### src/design/assert_macros.svh
// ----------------------------------------------------------------------------
// assert_macros.svh
// Shared concurrent assertion macros for the Erlang variate generator.
// ----------------------------------------------------------------------------
`ifndef ASSERT_MACROS_SVH
`define ASSERT_MACROS_SVH

// same-cycle implication
`define ASSERT_IMPLIES(label, clk, rst, ante, cons) \
   label: assert property (@(posedge clk) disable iff (rst) (ante) |-> (cons)) \
      else $error("assertion failed: label");

// next-cycle implication
`define ASSERT_NEXT(label, clk, rst, ante, cons) \
   label: assert property (@(posedge clk) disable iff (rst) (ante) |=> (cons)) \
      else $error("assertion failed: label");

`endif

### src/design/evg_pkg.sv
// ----------------------------------------------------------------------------
// evg_pkg
// Types and constants of the Erlang variate generator.
// ----------------------------------------------------------------------------
package evg_pkg;

   localparam int MULT_REGS = 5;
   localparam int LOG_STEPS = 56;
   localparam int REM_BITS  = 64;

   localparam logic [2:0]  CSR_MODULUS   = 3'd5;
   localparam logic [30:0] MODULUS_RESET = 31'd2147483647;
   localparam logic [28:0] OUT_MAX       = 29'h1FFF_FFFF;
   // round(0.2 * ln 2 * 2^64)
   localparam logic [63:0] LN2_FIFTH     = 64'h237D_37FE_5D29_7EBC;

   localparam logic [30:0] MULT_RESET [MULT_REGS] =
      '{31'd71807, 31'd54807, 31'd91807, 31'd81807, 31'd83807};
   localparam logic [30:0] SEED_RESET [MULT_REGS] =
      '{31'd4111, 31'd7113, 31'd7991, 31'd8111, 31'd9999};

   typedef enum logic [1:0] {REM_SEED, REM_STATE, REM_PROD} rem_sel_type;
   typedef enum logic {LOG_OF_M, LOG_OF_N} log_sel_type;
   typedef enum logic {MUL_DC, MUL_AX} mul_sel_type;
   typedef enum logic [1:0] {LOG_IDLE, LOG_NORM, LOG_SQUARE} log_phase_type;

   typedef enum logic [3:0] {
      ST_IDLE, ST_DECODE, ST_LOAD_REM, ST_LOG_M, ST_X_REM, ST_N_LOG,
      ST_D_MUL, ST_AX_MUL, ST_AX_REM, ST_NEXT, ST_OUT
   } ctrl_state_type;

   typedef struct packed {
      logic        req_take;
      logic        rem_start;
      rem_sel_type rem_sel;
      logic        log_start;
      log_sel_type log_sel;
      logic        logm_capture;
      logic        mul_start;
      mul_sel_type mul_sel;
      logic        load_write;
      logic        state_write;
      logic        sum_clear;
      logic        sum_add;
      logic        stream_next;
      logic        rsp_load;
   } cmd_type;

   typedef struct packed {
      logic rem_done;
      logic log_done;
      logic mul_done;
      logic last_stream;
      logic op_draw;
      logic rsp_full;
   } status_type;

endpackage

### src/design/evg_ctrl.sv
// ----------------------------------------------------------------------------
// evg_ctrl
// Sequencer: issues load and draw steps to the datapath units.
// ----------------------------------------------------------------------------
module evg_ctrl (
   input  logic                clock,
   input  logic                reset,
   input  logic                req_valid,
   output logic                req_ready,
   input  evg_pkg::status_type status,
   output evg_pkg::cmd_type    cmd
);

   evg_pkg::ctrl_state_type state_ff, state_in;

   always_ff @(posedge clock) begin
      if (reset) begin
         state_ff <= evg_pkg::ST_IDLE;
      end else begin
         state_ff <= state_in;
      end
   end

   always_comb begin
      state_in = state_ff;
      cmd = '0;
      cmd.rem_sel = evg_pkg::REM_STATE;
      cmd.log_sel = evg_pkg::LOG_OF_N;
      cmd.mul_sel = evg_pkg::MUL_DC;
      req_ready = 1'b0;
      unique case (state_ff)
         evg_pkg::ST_IDLE: begin
            req_ready = 1'b1;
            if (req_valid) begin
               cmd.req_take = 1'b1;
               state_in = evg_pkg::ST_DECODE;
            end
         end
         evg_pkg::ST_DECODE: begin
            if (status.op_draw) begin
               cmd.log_start = 1'b1;
               cmd.log_sel = evg_pkg::LOG_OF_M;
               cmd.sum_clear = 1'b1;
               state_in = evg_pkg::ST_LOG_M;
            end else begin
               cmd.rem_start = 1'b1;
               cmd.rem_sel = evg_pkg::REM_SEED;
               state_in = evg_pkg::ST_LOAD_REM;
            end
         end
         evg_pkg::ST_LOAD_REM: begin
            if (status.rem_done) begin
               cmd.load_write = 1'b1;
               state_in = evg_pkg::ST_IDLE;
            end
         end
         evg_pkg::ST_LOG_M: begin
            if (status.log_done) begin
               cmd.logm_capture = 1'b1;
               cmd.rem_start = 1'b1;
               state_in = evg_pkg::ST_X_REM;
            end
         end
         evg_pkg::ST_X_REM: begin
            // n = m - x is taken from the remainder result
            if (status.rem_done) begin
               cmd.log_start = 1'b1;
               state_in = evg_pkg::ST_N_LOG;
            end
         end
         evg_pkg::ST_N_LOG: begin
            if (status.log_done) begin
               cmd.mul_start = 1'b1;
               state_in = evg_pkg::ST_D_MUL;
            end
         end
         evg_pkg::ST_D_MUL: begin
            if (status.mul_done) begin
               cmd.sum_add = 1'b1;
               cmd.mul_start = 1'b1;
               cmd.mul_sel = evg_pkg::MUL_AX;
               state_in = evg_pkg::ST_AX_MUL;
            end
         end
         evg_pkg::ST_AX_MUL: begin
            if (status.mul_done) begin
               cmd.rem_start = 1'b1;
               cmd.rem_sel = evg_pkg::REM_PROD;
               state_in = evg_pkg::ST_AX_REM;
            end
         end
         evg_pkg::ST_AX_REM: begin
            if (status.rem_done) begin
               cmd.state_write = 1'b1;
               if (status.last_stream) begin
                  state_in = evg_pkg::ST_OUT;
               end else begin
                  cmd.stream_next = 1'b1;
                  state_in = evg_pkg::ST_NEXT;
               end
            end
         end
         evg_pkg::ST_NEXT: begin
            cmd.rem_start = 1'b1;
            state_in = evg_pkg::ST_X_REM;
         end
         evg_pkg::ST_OUT: begin
            if (!status.rsp_full) begin
               cmd.rsp_load = 1'b1;
               state_in = evg_pkg::ST_IDLE;
            end
         end
         default: state_in = evg_pkg::ST_IDLE;
      endcase
   end

`include "assert_macros.svh"
   `ASSERT_IMPLIES(a_no_overwrite, clock, reset, cmd.rsp_load, !status.rsp_full)
   `ASSERT_NEXT(a_take_decode, clock, reset, req_valid && req_ready,
                state_ff == evg_pkg::ST_DECODE)

endmodule

### config.mk
export PLATFORM = sky130hd
export DESIGN_NAME = evg_ctrl
export DESIGN_NICKNAME = d
export VERILOG_FILES = /design/src/design/evg_pkg.sv /design/src/design/evg_ctrl.sv
export VERILOG_INCLUDE_DIRS = /design/src /design/src/design
export SDC_FILE = /design/constraint.sdc
export NUM_CORES = 1
export LEC_CHECK = 0
export BUFFER_PORTS_ARGS = -buffer_cell sky130_fd_sc_hd__buf_4
export CORE_AREA = 2 2 39 41
export CTS_BUF_LIST = sky130_fd_sc_hd__clkbuf_8
export DETAILED_ROUTE_END_ITERATION = 12
export DIE_AREA = 0 0 41 43
export PLACE_DENSITY = 0.78
export SKIP_CTS_REPAIR_TIMING = 1
export SLEW_MARGIN = 20
export SYNTH_ARGS = -nofsm -noshare
export SYNTH_HDL_FRONTEND = slang
export SYNTH_SLANG_ARGS = --single-unit
### constraint.sdc
create_clock -name clock -period 1.68 [get_ports clock]
set_input_delay 0 -clock clock [delete_from_list [all_inputs] [get_ports clock]]
set_output_delay 0 -clock clock [all_outputs]
set_load 0.02 [all_outputs]
==> results of run 1 <==
==> metal layers <==
layer	part of all wire	vias up	wire length [um]
met5	0	-	0
met4	0.013	0	25
met3	0.038	2	72
li1	-	349	-
met1	0.44	351	821
met2	0.51	19	954
==> cells in the final DEF, fill, tap and decap left out, types with 2 or more instances in the layout <==
master | synthesis | layout
clkbuf_8 | 0 | 3
and3_1 | 4 | 4
inv_1 | 2 | 2
a21boi_0 | 3 | 3
buf_4 | 4 | 32
nor2b_1 | 7 | 7
nand3b_1 | 2 | 2
a21oi_1 | 3 | 3
nand3_1 | 2 | 2
o21ai_0 | 2 | 2
or3_1 | 3 | 3
nand2b_1 | 2 | 2
dfxtp_1 | 4 | 3
mux2i_1 | 2 | 2
nand2_1 | 4 | 4
nor2_1 | 11 | 11
==> path summary, 6_finish.rpt <==
kind / startpoint / to / slack (ns) / depth (start not counted)
max: state_ff[1]$_SDFFE_PP0P_ / state_ff[0]$_SDFFE_PP0P_ / 0.09 / 4
min: status[5] / state_ff[3]$_SDFFE_PP0P_ / 0.27 / 5
max reg2reg: state_ff[1]$_SDFFE_PP0P_ / state_ff[0]$_SDFFE_PP0P_ / 0.09 / 4
min reg2reg: state_ff[1]$_SDFFE_PP0P_ / state_ff[1]$_SDFFE_PP0P_ / 0.59 / 2
==> power groups by stage <==
| stage | combinational, mW | sequential, mW | clock [mW] |
|---|---|---|---|
| 6_report | 0.750 | 0.153 | 0.212 |
| 5_1_grt | 0.804 | 0.155 | 0.216 |
| 4_1_cts | 0.746 | 0.151 | 0.212 |
| 3_5_place_dp | 0.746 | 0.153 | 0 |
| 3_3_place_gp | 0.731 | 0.151 | 0 |
| 2_1_floorplan | 0.540 | 0.132 | 0 |
==> critical path, stage by stage (launching register included) <==
cell and delay [ns]:
dfxtp_1 0.47, nor2b_1 0.16, o311a_4 0.36, a221oi_4 0.28, mux2i_1 0.23
==> synth_stat cells, types with 2 or more instances <==
master    count
nand3b_1      2
nand2_1       4
nand2b_1      2
or3_1         3
dfxtp_1       4
nor2b_1       7
a21boi_0      3
nand3_1       2
a21oi_1       3
and3_1        4
nor2_1       11
o21ai_0       2
buf_2         2
inv_1         2
mux2i_1       2
buf_4         4
==> layout make-up <==
cell class,count,area (um^2),share of cell area
Multi-Input combinational cell,66,488,0.549
Timing Repair Buffer,33,250,0.282
Sequential cell,4,81.3,0.0915
Clock buffer,3,41.3,0.0465
Tap cell,16,20.0,0.0225
Inverter,2,7.51,0.00845
==> cells by family (layout without fill, tap and decap cells) <==
kind of cell           Yosys count  after routing
AND/OR/NAND/NOR                 46             46
flip-flops                       4              4
AO/OA/AOI/OAI                   17             17
multiplexers                     3              3
buffers and inverters           10             38
==> metrics by stage <==
step	cell area (um^2)	power, mW	util	instances	setup slack, ns
3_5_place_dp	836	0.899	0.604	120	0.0818
5_1_grt	888	1.17	0.642	124	0.0221
4_1_cts	877	1.11	0.634	123	0.0372
2_1_floorplan	631	0.672	-	80	0.186
6_report	888	1.12	0.642	124	0.0936
3_3_place_gp	836	0.881	0.604	120	0.178
==> results.md, run 1 <==
* Die area at 1760 um^2
* Mapped Avg Cell Area at ~8 um^2
* WS Path Type: flop to flop
* Crit path time final at 1.59 ns
* Fillers at 131
* Clock tree buffer depth at 2
* Vias at 721
* TritonCTS buffer count at 3
* Peak supply drop at 0.000615 V
* Adder-Cell Fraction of Synth Area at 0
* Max cap viols at 0
* Total track usage at 0.239
* Synth Area in Compound Gates at 0.255
* Logic pwr share at 0.673
* Initial Util at 0.451
* Largest family of logic cells by synthesized area: simple AND/OR/NAND/NOR gates
* YS warnings at 0
* Leakage at 0.393 nW
* Final wirelength at 1870 um
* Startpoint types: flop
* XOR/XNOR Fraction of Synth Area at 0
* Sw Ratio at 0.445
* Crit end category: flop
* CP Max Fanout at 9
* Top Ports at 25
* Max reg flops at 4
* Gr busiest metal: met2
* ANT nets after route at 0
* Iteration-0 DRC Markers at 5
* CP Data Required Time at 1.83 ns
* Slew HR at 0.777
* Share of layout cells above drive strength 1 at 0.426
* Final Hold Vio Count at 0
* P_sw at just under 0.5 mW
* Largest net degree at the start of global routing at 12
* Fmax at between 600 and 700 MHz
* Clk Latency, worst-skew pair at between 0.2 and 0.25 ns
* Final TNS setup at 0 ns
* Die Ht at 43 um
* Port-buffer cells at 24
* Die Wd at 41 um
* Clock power share at 0.190
* Met2 usage at 0.350
* Hold slack at 0.270 ns
* CTS Root Cell: clkbuf_8
* Fin. max-slew vios at 0
* Synthesized flop and latch total at 4
* Met1 global-route usage at 0.307
* Proportion of synthesized area in mux cells at 0.0501
* RSZ-0062 raised after global routing: false
* Initial antenna violation count at 0
* P_int at 0.619 mW
* Global-route wire length before repair at 2860 um
* Slew @ Worst Pin at 0.335 ns
* First-pass DRT Iterations at 4
* Row count at 14
* Synth area leader: dfxtp_1
* Worst min-delay path class: input port to flop
* Clk_skew at ~0.0042 ns
* Final setup fails at 0
* Cells after Synth at 80
* Final GP Congestion at between 0.8 and 0.9
* Core Area at between 1000 and 1500 um^2
* Number of H-tree levels at 1
* Synth cell types at 39
* CTS Sinks at 4
* DR DRC count at 0
* Seq pwr share at 0.137
* Ant diodes at 0
* Hpwl dp at 1430 um
* Fin nets at between 100 and 150
* Main synth FF type: dfxtp_1
* CP arrival at 1.73 ns
* Number of global-route vias before repair at approximately 650
* Largest Register: state_ff
* Post-Synth Simple-Gate Area at 0.467
* Synth top area share at 0.128
* Sequential cell area fraction in the yosys report at 0.128
* Met3 usage at 0.0366
* Fraction of registers with async set or reset after synthesis at 0
* Area Overhead vs Synth at 42.3%
* Biggest regs: state_ff x4
* Crit share post-route at 0.944
* CTS tree: yes
* Vias per cell at 5.81
* PD cells at 1260 nW/um^2
* Synthesized area at ~620 um^2
* Global route overflow at 0
* Post-synth EDFFs at 0
* Routed WL per cell at about 15 um
* Synth top area cells: dfxtp_1 (13%), nor2b_1 (7.0%), nor2_1 (6.6%)
* Post-Syn Nets at around 90
* Status: completed
* CTS clock-pin slew for the worst setup and hold paths at 0.03 ns
Power figures use the tool's default switching activity.
==> run 2, diff against run 1 <==
==> constraint.sdc (replaced) <==
create_clock -name clock -period 1.68 [get_ports clock]
set_input_delay 0.168 -clock clock [delete_from_list [all_inputs] [get_ports clock]]
set_output_delay 0.168 -clock clock [all_outputs]
set_load 0.02 [all_outputs]
==> results.md, run 2 (synthesis gave the netlist of run 1 again) <==
* Status: completed
* CP arrival at 1.43 ns (-0.30 ns)
* Global route overflow at 0 (unchanged)
* Global-route wire length before repair at 2850 um (-0.49%)
* First-pass DRT Iterations at 4 (unchanged)
* Fmax at 625 MHz (-0.79%)
* Crit path time final at 1.60 ns (+0.0126 ns)
* Commonest non-fill, non-tap cells in the layout: buf_4 (36), nor2_1 (10), nor2b_1 (6)
* Fin. max-slew vios at 0 (unchanged)
* Largest Register: state_ff
* CTS Root Cell: clkbuf_8
* Area Overhead vs Synth at 50.1%
* Final Hold Vio Count at 0 (unchanged)
* Commonest non-fill, non-tap cell in the layout: buf_4
* Max reg flops at 4 (unchanged)
* Met2 usage at 0.341 (-0.00937)
* Final wirelength at 1890 um (+0.91%)
* Worst min-delay path class: input port to flop
* Largest net degree at the start of global routing at 14 (+2)
* Total track usage at 0.237 (-0.00277)
* Area occupied by multi-input gates at 498 um^2 (+2.1%)
* Row count at 14 (unchanged)
* Met3 usage at 0.0314 (-0.00524)
* Number of H-tree levels at 1 (unchanged)
* Final setup fails at 0 (unchanged)
* CTS Sinks at 4 (unchanged)
* Core Area at 1380 um^2 (unchanged)
* Final TNS setup at 0 ns (unchanged)
* Worst path cell trace: buf_4, nor2b_4, buf_4, and4_1, buf_4
* Die Ht at 43 um (unchanged)
* Clock tree buffer depth at 2 (unchanged)
* CTS clock-pin slew for the worst setup and hold paths at 0.03 ns (about the same)
* Top Ports at 25 (unchanged)
* Max cap viols at 0 (unchanged)
* Initial antenna violation count at 0 (unchanged)
* Crit end category: primary output
* Share of layout cells above drive strength 1 at 0.491 (+0.0651)
* Ant diodes at 0 (unchanged)
* Slew HR at 0.797 (+0.0204)
* CP dominant cell by count: buf_4
* Routed WL per cell at 14.8 um (-2.2%)
* Port-buffer cells at 24 (unchanged)
* Leakage at 0.419 nW (+6.7%)
* Met1 global-route usage at 0.330 (+0.0234)
* DR DRC count at 0 (unchanged)
* Biggest regs: state_ff x4
* WS Path Type: flop to primary output
* Peak supply drop at 0.000644 V (+4.7%)
* RSZ-0062 raised after global routing: false
* DP Worst Slack at -0.0152 ns (-0.0971 ns)
* Pwr Total at 1.16 mW (+4.2%)
* Iteration-0 DRC Markers at 21 (+16)
* Vias per cell at 5.88 (+1.0%)
* Startpoint types: flop
* CP Max Fanout at 5 (-4)
* Post-route cell area at 937 um^2 (+5.5%)
* Worst path max stage delay at 0.36 ns (-0.11 ns)
* CP Data Required Time at 1.51 ns (-0.32 ns)
* Fin nets at 123 (+3.4%)
* Clk_skew at 0.00256 ns (-0.00162 ns)
* ANT nets after route at 0 (unchanged)
* Setup ws final at 0.0810 ns (-0.0126 ns)
* Crit share post-route at 0.952 (+0.00753)
* Die Wd at 41 um (unchanged)
* TritonCTS buffer count at 3 (unchanged)
* Final GP Congestion at 0.792 (-11%)
* Die area at 1760 um^2 (unchanged)
* Placed instance area at 866 um^2 (+3.6%)
* Gr busiest metal: met2
* CTS tree: yes
* Number of global-route vias before repair at 625 (-3.4%)
* Slew @ Worst Pin at 0.305 ns (-0.0299 ns)
* Fillers at 126 (-3.8%)
* PD cells at 1240 nW/um^2 (-1.3%)
* Clk Latency, worst-skew pair at 0.22 ns (about the same)
* Crit-path slowest cell: dfxtp_4
* Hpwl dp at 1350 um (-5.6%)
* Register area at 88.8 um^2 (+9.2%)
* Initial Util at 0.451 (unchanged)
* Vias at 752 (+4.3%)
[run 2: cell count changes in the layout (fill, tap and decap cells not counted)]
cell | previous run | this run
dfxtp_4 | 0 | 2
dfxtp_1 | 3 | 1
dlygate4sd3_1 | 1 | 0
buf_6 | 0 | 1
nor2b_4 | 1 | 2
nor2_1 | 11 | 10
nor2b_1 | 7 | 6
a21boi_0 | 3 | 2
buf_4 | 32 | 36
nor2_2 | 0 | 1
a21boi_1 | 0 | 1
[run 2: layout make-up]
type,count,share of cell area
tap,16,0.0214
sequential,4,0.0948
inverter,2,0.00801
timing repair buffer,37,0.300
clock buffer,3,0.0441
multi-input combinational,66,0.531
[run 2: metrics by stage]
step / cells / util / hold WS, ns
finish: 128 / 0.677 / 0.143
global placement: 124 / 0.626 / 0.370
CTS: 127 / 0.656 / 0.150
floorplan: 80 / - / 0.234
global route: 128 / 0.677 / 0.148
detailed placement: 124 / 0.626 / 0.375
[run 2: worst paths after layout]
check | to | startpoint | cells after the start | slack [ns]
max | cmd[12] | state_ff[1]$_SDFFE_PP0P_ | 5 | 0.08
min reg2reg | state_ff[1]$_SDFFE_PP0P_ | state_ff[1]$_SDFFE_PP0P_ | 3 | 0.70
max reg2reg | state_ff[3]$_SDFFE_PP0P_ | state_ff[3]$_SDFFE_PP0P_ | 4 | 0.10
min | state_ff[2]$_SDFFE_PP0P_ | reset | 2 | 0.14
[run 2: critical path, delay by kind of cell, from the launching register on]
kind | cells | cell delay (ns)
buffers and inverters | 3 | 0.43
AND/OR/NAND/NOR | 2 | 0.42
flip-flops | 1 | 0.36
[run 2: routing by layer]
layer	up-vias	wire (um)
li1	358	-
met4	0	19
met5	-	0
met3	4	107
met1	358	801
met2	32	962
[run 2: report_power, final]
part | internal (mW) | switching [mW] | leakage [nW]
Combinational | 0.380 | 0.424 | 0.363
Sequential | 0.122 | 0.0311 | 0.0347
Clock | 0.153 | 0.0522 | 0.0216
Total | 0.655 | 0.507 | 0.419
==> run 3, diff against run 2 <==
Settings changed: RECOVER_POWER set to 25.
==> results.md, run 3 (synthesis gave the netlist of run 1 again) <==
* Placed instance area at 866 um^2 (unchanged)
* Crit-path slowest cell: dfxtp_4
* Clock tree buffer depth at 2 (unchanged)
* Number of global-route vias before repair at 625 (unchanged)
* Largest Register: state_ff
* Top delay family on crit path: buffers and inverters
* Slew @ Worst Pin at 0.298 ns (-0.00640 ns)
* Die Wd at 41 um (unchanged)
* Largest net degree at the start of global routing at 14 (unchanged)
* Port-buffer cells at 24 (unchanged)
* Vias per cell at 5.84 (-0.53%)
* Share of layout cells above drive strength 1 at 0.473 (-0.0179)
* Initial Util at 0.451 (unchanged)
* Clk Latency, worst-skew pair at 0.22 ns (about the same)
* Hold slack at 0.147 ns (+0.00420 ns)
* Die Ht at 43 um (unchanged)
* Area Overhead vs Synth at 48.9%
* Crit end category: primary output
* Die area at 1760 um^2 (unchanged)
* CTS Root Cell: clkbuf_8
* Fmax at 626 MHz (+0.15%)
* ANT nets after route at 0 (unchanged)
* Leakage at 0.411 nW (-1.8%)
* RSZ-0062 raised after global routing: false
* Wl on met1 at 814 um (+1.6%)
* Top Ports at 25 (unchanged)
* Commonest non-fill, non-tap cell in the layout: buf_4
* WS Path Type: flop to primary output
* Row count at 14 (unchanged)
* CP dominant cell by count: buf_4
* Worst path max stage delay at 0.36 ns (about the same)
* CP arrival at 1.43 ns (about the same)
* Total track usage at 0.237 (unchanged)
* DP Worst Slack at -0.0152 ns (unchanged)
* Met3 WL at 113 um (+5.6%)
* Final Hold Vio Count at 0 (unchanged)
* PD cells at 1230 nW/um^2 (-0.63%)
* Final TNS setup at 0 ns (unchanged)
* Worst path cell trace: buf_4, nor2b_4, buf_4, and4_1, buf_4
* Core Area at 1380 um^2 (unchanged)
* Post-route cell area at 930 um^2 (-0.80%)
* CP Data Required Time at 1.51 ns (about the same)
* Peak supply drop at 0.000634 V (-1.4%)
* Commonest non-fill, non-tap cells in the layout: buf_4 (34), nor2_1 (10), nor2b_1 (6)
* Fin nets at 123 (unchanged)
* Worst min-delay path class: input port to flop
* Fillers at 128 (+1.6%)
* Clk_skew at 0.00259 ns (+0.0000268 ns)
* CTS tree: yes
* WP buf/inv at 3 (unchanged)
* CTS Sinks at 4 (unchanged)
* Vias at 748 (-0.53%)
* Routed WL per cell at 14.8 um (+0.21%)
* TritonCTS buffer count at 3 (unchanged)
* Cell count after placement at 124 (unchanged)
* Number of H-tree levels at 1 (unchanged)
* First-pass DRT Iterations at 6 (+2)
* Global-route wire length before repair at 2850 um (unchanged)
* Max reg flops at 4 (unchanged)
* Final setup fails at 0 (unchanged)
* Fin. max-slew vios at 0 (unchanged)
* Biggest regs: state_ff x4
* Initial antenna violation count at 0 (unchanged)
* Hpwl dp at 1350 um (unchanged)
* Crit share post-route at 0.950 (-0.00147)
* DR DRC count at 0 (unchanged)
* Final GP Congestion at 0.792 (unchanged)
* Routed wl met2 at 959 um (-0.31%)
* Crit path time final at 1.60 ns (-0.00247 ns)
* Final Non-Filler Cells at 128 (unchanged)
* Global route overflow at 0 (unchanged)
* Top Metal Used: met4
* Ant diodes at 0 (unchanged)
* Setup ws final at 0.0835 ns (+0.00247 ns)
* Iteration-0 DRC Markers at 21 (unchanged)
* Max cap viols at 0 (unchanged)
* CP Max Fanout at 5 (unchanged)
* Startpoint types: flop
* CTS clock-pin slew for the worst setup and hold paths at 0.03 ns (about the same)
* Status: completed
* Final wirelength at 1890 um (+0.21%)
* Slew HR at 0.801 (+0.00427)
==> run 3: cell count changes in the layout (fill, tap and decap cells not counted), sizes merged <==
cell | before | now
buf | 37 | 35
clkbuf | 3 | 5
==> run 3: path summary, 6_finish.rpt <==
check	start	endpoint	slack (ns)	cells past startpoint
worst min register to register	state_ff[1]$_SDFFE_PP0P_	state_ff[1]$_SDFFE_PP0P_	0.69	3
worst min-delay path	reset	state_ff[2]$_SDFFE_PP0P_	0.15	2
worst max-delay path	state_ff[1]$_SDFFE_PP0P_	cmd[12]	0.08	5
worst max register to register	state_ff[3]$_SDFFE_PP0P_	state_ff[3]$_SDFFE_PP0P_	0.10	4
==> run 3: power breakdown <==
group	total (mW)	switching [mW]	internal, mW
Clock	0.204	0.0511	0.153
Sequential	0.153	0.0311	0.122
Combinational	0.788	0.421	0.366
Total	1.14	0.504	0.641
==> run 3: cell type report <==
cell class | count | area [um^2] | area share
flip-flops and latches | 4 | 88.8 | 0.0956
well taps | 16 | 20.0 | 0.0215
clock buffers | 3 | 41.3 | 0.0444
inverters | 2 | 7.51 | 0.00808
multi-input cells | 66 | 498 | 0.536
repair buffers | 37 | 274 | 0.295
==> run 3: per-layer routing <==
layer  track usage  vias to the layer above
met5             0                        -
met4         0.120                        0
li1              -                      358
met1         0.330                      359
met3        0.0314                        2
met2         0.341                       29
==> run 3: metrics by stage <==
step | utilization | power (mW)
final | 0.672 | 1.14
after detailed placement | 0.626 | 0.912
after floorplan | - | 0.672
after global placement | 0.626 | 0.904
after global routing | 0.672 | 1.22
after CTS | 0.656 | 1.12
==> run 3: worst register-to-register path: stages (launching register included) <==
cell and delay (ns):
dfxtp_4 0.39, or4b_4 0.54, nand4_2 0.15, o21ai_0 0.13, a211oi_1 0.26
